## src/sv/assert_macros.svh

```systemverilog
// Assertion helpers used by the temperature unit RTL.
`ifndef ASSERT_MACROS_SVH
`define ASSERT_MACROS_SVH

// Checked at every rising edge while reset is released.
`define ATEMP_ASSERT(name, clk, rst_n, prop, msg) \
    name: assert property (@(posedge clk) disable iff (!rst_n) prop) else $error(msg);

// Checked at every rising edge, reset included.
`define ATEMP_ASSERT_ALWAYS(name, clk, prop, msg) \
    name: assert property (@(posedge clk) prop) else $error(msg);

`endif

```

## src/sv/atemp_div.sv

```systemverilog
`default_nettype none

module atemp_div #(
    parameter int DV_W = 46,
    parameter int Q_W  = 21
) (
    input  logic            i_clk,
    input  logic            i_en,
    input  logic [DV_W-1:0] i_rem,
    input  logic [DV_W-1:0] i_div,
    output logic [Q_W-1:0]  o_quo
);

    // Restoring division, one quotient bit per stage. The dividend's low
    // part below the starting remainder is all zeros, so zeros shift in.
    logic [DV_W-1:0] r_rem [Q_W];
    logic [DV_W-1:0] r_dvs [Q_W];
    logic [Q_W-1:0]  r_q   [Q_W];

    genvar k;
    for (k = 0; k < Q_W; k++) begin : g_step
        logic [DV_W-1:0] src_rem;
        logic [DV_W-1:0] src_dvs;
        logic [Q_W-1:0]  src_q;
        logic [DV_W:0]   trial;
        logic [DV_W:0]   diff;
        logic            ge;
        if (k == 0) begin : g_first
            assign src_rem = i_rem;
            assign src_dvs = i_div;
            assign src_q   = '0;
        end else begin : g_next
            assign src_rem = r_rem[k-1];
            assign src_dvs = r_dvs[k-1];
            assign src_q   = r_q[k-1];
        end
        assign trial = {src_rem, 1'b0};
        assign ge    = trial >= {1'b0, src_dvs};
        assign diff  = trial - {1'b0, src_dvs};
        always_ff @(posedge i_clk) begin
            if (i_en) begin
                r_rem[k] <= ge ? diff[DV_W-1:0] : trial[DV_W-1:0];
                r_dvs[k] <= src_dvs;
                r_q[k]   <= {src_q[Q_W-2:0], ge};
            end
        end
    end

    assign o_quo = r_q[Q_W-1];

endmodule

`default_nettype wire
```

## config.mk

```make
export PLATFORM = sky130hd
export DESIGN_NAME = atemp_div
export DESIGN_NICKNAME = d
export VERILOG_FILES = /design/src/sv/assert_macros.svh /design/src/sv/atemp_div.sv
export SDC_FILE = /design/constraint.sdc
export NUM_CORES = 2
export LEC_CHECK = 0
export BUFFER_PORTS_ARGS = -buffer_cell sky130_fd_sc_hd__buf_4
export CAP_MARGIN = 20
export CORE_ASPECT_RATIO = 0.5
export CORE_UTILIZATION = 55
export CTS_CLUSTER_DIAMETER = 30
export DETAILED_ROUTE_END_ITERATION = 8
export GPL_ROUTABILITY_DRIVEN = 0
export GPL_TIMING_DRIVEN = 0
export HOLD_SLACK_MARGIN = 0.1
export MAX_ROUTING_LAYER = met4
export PLACE_DENSITY_LB_ADDON = 0.05
export SLEW_MARGIN = 20
export SYNTH_ARGS = -nofsm -noshare
export SYNTH_HDL_FRONTEND = slang
export SYNTH_SLANG_ARGS = --single-unit
```

## constraint.sdc

```tcl
create_clock -name i_clk -period 5.58 [get_ports i_clk]
set_input_delay 1.116 -clock i_clk [delete_from_list [all_inputs] [get_ports i_clk]]
set_output_delay 1.116 -clock i_clk [all_outputs]
set_load 0.01 [all_outputs]
```

After elaboration in Yosys (flattened, before gate mapping) --
Memories as Yosys holds them, arrays and structs flattened. Cells that the tools add are included.
Word-level totals: register bits after elaboration 0, bits in writable memories 2373, input bits 94, logic and storage cells 68, memories kept 3
Memory list:
- r_dvs | depth 21, width 46, rd ports 20, clocked after memory_dff 0, wr ports 21, RTL line atemp_div.sv:17 | logic [DV_W-1:0] r_dvs [Q_W];
- r_rem | depth 21, width 46, rd ports 20, clocked after memory_dff 0, wr ports 21, RTL line atemp_div.sv:16 | logic [DV_W-1:0] r_rem [Q_W];
- r_q | depth 21, width 21, rd ports 21, clocked after memory_dff 0, wr ports 21, RTL line atemp_div.sv:18 | logic [Q_W-1:0] r_q [Q_W];
Operators by class: $add $sub $neg 21, order comparisons 21, multiplexer cells 23
Operators by type and width (number):
- $ge 47x46->1 | 21
- $mux 46 | 21
- $sub 46x46->46 | 21
- $mux 1 | 2

Logic depth before layout (Yosys ltp) --
An unclocked memory read counts as a cell.
word-level depth 3, gate-level depth with buffers 17, gate-level depth less buffers 15

Worst setup path after synthesis --
OpenSTA, ideal clock, no wires.
kind in2reg, start in i_div[0], end mem r_rem[0][42], data pin, setup time 0.268 ns, arrival time 4.031 ns, data required time 5.312 ns, slack 1.281 ns, cell stages on the path 14, cell sequence inv_1 fa_1 a211oi_1 o21bai_1 a21oi_1 a21oi_1 a221oi_2 o21ai_1 a211oi_2 nor4_1 or3_1 o31ai_1 xor2_1 o21ai_0
RTL lines:
- from (decl) | RTL line atemp_div.sv:10 | input logic [DV_W-1:0] i_div,
- to (decl) | RTL line atemp_div.sv:16

==> run_results.csv <==
group,metric,value,unit
pwr,clkPwrFrac,25.1,%
global_routing,grt_max_degree,172,
synth,ys.flop_type,"edfxtp_1",
synth,synthesis.area,0.125,sq mm
pwr,p_per_area,618,mW/mm^2
clock_tree,cts_max_path_buffers,4,
pwr,power_leakage,59.6,nW
clock_tree,cts-buffers-inserted,354,
floorplanning,core_area,0.225,sq mm
drt,avgRoutedWirePerCell,17.9,um
place,placed_area,0.130,sq mm
finish,nets,13200,
floorplanning,ios,115,
min_path,hp-class,"register to register",
pwr,p_seq_share,29.8,%
floorplanning,rows,123,
finish,area_delta_synth_final,13.9,%
floorplanning,dieArea,0.229,sq mm
clock_tree,htreeDepth,5,
pwr,swShare,37.6,%
sta,post-route-period-util,98.3,%
sta,report.final.slew_viol_count,0,
sta,timing.hold.ws,0.403,ns
pwr,netSwitchingPower,0.0330,W
worst_setup_path,critPathMaxStageDelay,0.89,ns
synth,synth_edf_count,2071,
synth,post_synth.cell_area_avg,10.7,sq um
clock_tree,clkLatencyLatePin,0.87,ns
worst_setup_path,reg2reg_depth,15,
worst_setup_path,cp_cell_sequence,"ha_1, a21oi_1, nand2_1, a31oi_1, o31ai_2, a31o_2, a21oi_2, o31ai_1, a221oi_1, o21a_1, a211oi_1, nor3_1, buf_2, buf_4, mux2_2",
sta,worst_pin_slew,1.25,ns
finish,final_area,0.142,sq mm
clock_tree,cts_tree,"yes",
pwr,comb_power_share,45.1,%
global_routing,grt_pass1_vias,85900,
status,status,"complete, no violations",
sta,rsz0062_at_grt,"false",
min_path,hold_depth,0,
drt,ant_nets,0,
drt,drc,0,
worst_setup_path,start_kind,"register",
synth,synth_warnings,0,
clock_tree,clock_sinks,2071,
worst_setup_path,cp-end-kind,"register",
pwr,intPower,0.0548,W
drt,drt_iter0_drc,5578,
place,hpwl,210000,um
worst_setup_path,worstPathMaxFanout,10,
global_routing,grt_pass1_wl,435000,um
synth,ys_types,106,
finish,drive_gt1_share,9.48,%
sta,setup_viol,0,
place,numPortBuffers,114,
drt,vias,86600,
floorplanning,initial_core_util,55.4,%
sta,finClkSkew,0.0523,ns
sta,hold_viol_final,0,
sta,max_freq,0.182,GHz
run,max_cap_viol_count,0,
worst_setup_path,path_class,"register to register",
clock_tree,cts_setup_buffers,0,
worst_setup_path,arrival,6.06,ns
sta,setup_ws,0.0948,ns
synth,ys_seq_area_share,49.9,%
global_routing,antenna_found_initial,0,
sta,fin_crit,5.49,ns
sta,relSlewSlack,16.1,%
synth,ys_seq_elements,2071,
clock_tree,root_buffer,"clkbuf_16",
sta,final.setup.tns,0,ns
worst_setup_path,rrSetupSlack,0.09,ns
drt,drtPass1Iterations,7,
worst_setup_path,worstPathRequired,6.16,ns
synth,synth-async-reset-ratio,0,%
pwr,peakVddDrop,0.344,mV
finish,fill_cells,17900,
floorplanning,dieHeight,339,um
drt,via_per_inst,5.61,
global_routing,grt_overflow,0,
synth,syn_nets,12700,
floorplanning,fp.dieW,675,um
worst_setup_path,cp_slowest_cell,"nor3_1",
global_routing,grt_usage,24.4,%
synth,synthCells,11700,
clock_tree,clkTransAtPathRegs,0.06,ns
finish,fin_util,63.1,%
drt,wl,276000,um
place,dp_slack,-1.60,ns
==> routing by layer <==
layer | track usage (%) | routed length (um) | vias up
met1 | 26.9 | 113000 | 39600
met5 | - | 0 | -
met4 | 16.7 | 21700 | 0
met3 | 3.02 | 10200 | 932
met2 | 41.4 | 132000 | 2329
li1 | - | - | 43800
==> synth_stat cells (29+ instances only) <==
master    number  area share, %
xor2_1       347            2.4
a21oi_1     1031            4.1
nand4_1      208            1.0
a21o_1       657            4.0
o211ai_1      37           0.22
clkbuf_1     281           0.85
and4_1        34           0.24
and3_1        91           0.46
nor2b_1       93           0.47
nor4_1        37           0.19
inv_1       1160            3.5
o31ai_1       57           0.34
a211o_1       31           0.22
a31oi_1       97           0.49
a221oi_1      39           0.27
nor2_1       558            1.7
nor3_1       113           0.45
ha_1         965            9.7
a211oi_1      80           0.48
o21a_1        93           0.56
buf_2         53           0.21
nand2_1      925            2.8
xnor2_1      483            3.4
nand2b_1      94           0.47
and2_1        49           0.25
nand3_1      185           0.74
edfxtp_1    2071             50
o21bai_1     123           0.74
mux2_2       298            2.7
o21ai_0      855            3.4
or3_1         29           0.15
==> metrics by stage <==
step,total power (W),std cells
floorplan,0.0557,11700
global placement,0.0653,14800
detailed placement,0.0653,14800
CTS,0.0878,15400
global route,0.0935,15400
finish,0.0878,15400
==> worst max-delay path: cells and delay by family (launching register included) <==
family	cells	cell delay, ns
mux	1	0.37
buf+inv	2	0.81
flops	1	0.40
simple gates	2	0.99
fa+ha+maj	1	0.40
compound gates	9	2.21
==> cells in the final DEF (no fill, tap or decap), drive strengths merged, types with 32 or more instances in the layout <==
master,Yosys,final
o21bai,123,123
and4,34,34
nand4,208,208
buf,97,225
and3,91,91
o21a,94,94
o31ai,60,60
bufinv,0,51
inv,1161,1209
a221oi,48,48
ha,965,965
o21ai,882,882
nor2,558,558
a31oi,99,99
nor3,114,114
a211oi,84,84
nor2b,93,93
nand2,925,925
mux2,326,326
xnor2,483,483
and2,49,49
nand2b,94,94
a21o,658,658
clkinvlp,0,32
edfxtp,2071,2071
o211ai,39,39
nor4,37,37
clkinv,1,126
clkbuf,282,670
nand3,185,185
xor2,347,347
a21oi,1039,1039
==> final cells by class <==
type,instances,area (sq um),share of cell area (%)
Clock inverter,256,3090,2.17
Timing Repair Buffer,134,1440,1.01
Sequential cell,2071,62200,43.8
Multi-Input combinational cell,8043,56500,39.8
Buffer,379,1660,1.17
Clock buffer,386,9060,6.38
Tap cell,3000,3750,2.64
Inverter,1162,4360,3.07
Antenna cell,2,5.00,0.00352
==> path summary, 6_finish.rpt <==
check,endpoint,start
setup reg to reg,r_rem[4][90],r_rem[4][1]
hold reg to reg,r_q[5][4],r_q[4][66]
setup / recovery,r_rem[4][90],r_rem[4][1]
hold / removal,r_q[5][4],r_q[4][66]
==> kinds of logic (layout without fill, tap and decap cells) <==
family                   Yosys count  after routing  synth area share, %
buffers and inverters           1541           2317                 4.83
other                              0              2                    0
adder cells (fa/ha/maj)          985            985                 10.0
AO/OA/AOI/OAI                   3403           3403                 17.1
multiplexers                     332            332                 2.99
XOR/XNOR                         830            830                 5.83
flip-flops                      2071           2071                 49.9
AND/OR/NAND/NOR                 2493           2493                 9.39
==> power groups by stage <==
stage,combinational [W],clock (W),sequential (W)
2_1_floorplan,0.0305,0,0.0253
3_3_place_gp,0.0384,0,0.0269
3_5_place_dp,0.0389,0,0.0264
4_1_cts,0.0393,0.0224,0.0261
5_1_grt,0.0438,0.0231,0.0266
6_report,0.0396,0.0220,0.0262
==> registers in the layout (all words and copies together) (netlist names) <==
signal / count
r_rem: 920
r_dvs: 920
r_q: 231
==> what timing repair did <==
action | in CTS | in global routing
endpoints found under the hold margin | 0 | 0
resized for setup | 1 | 0
pin swaps | 0 | 0
endpoints found under the setup margin | 243 | 323
hold buffers | 0 | 0
cloned | 4 | 2
No activity file was read; power rests on OpenSTA's default activity.
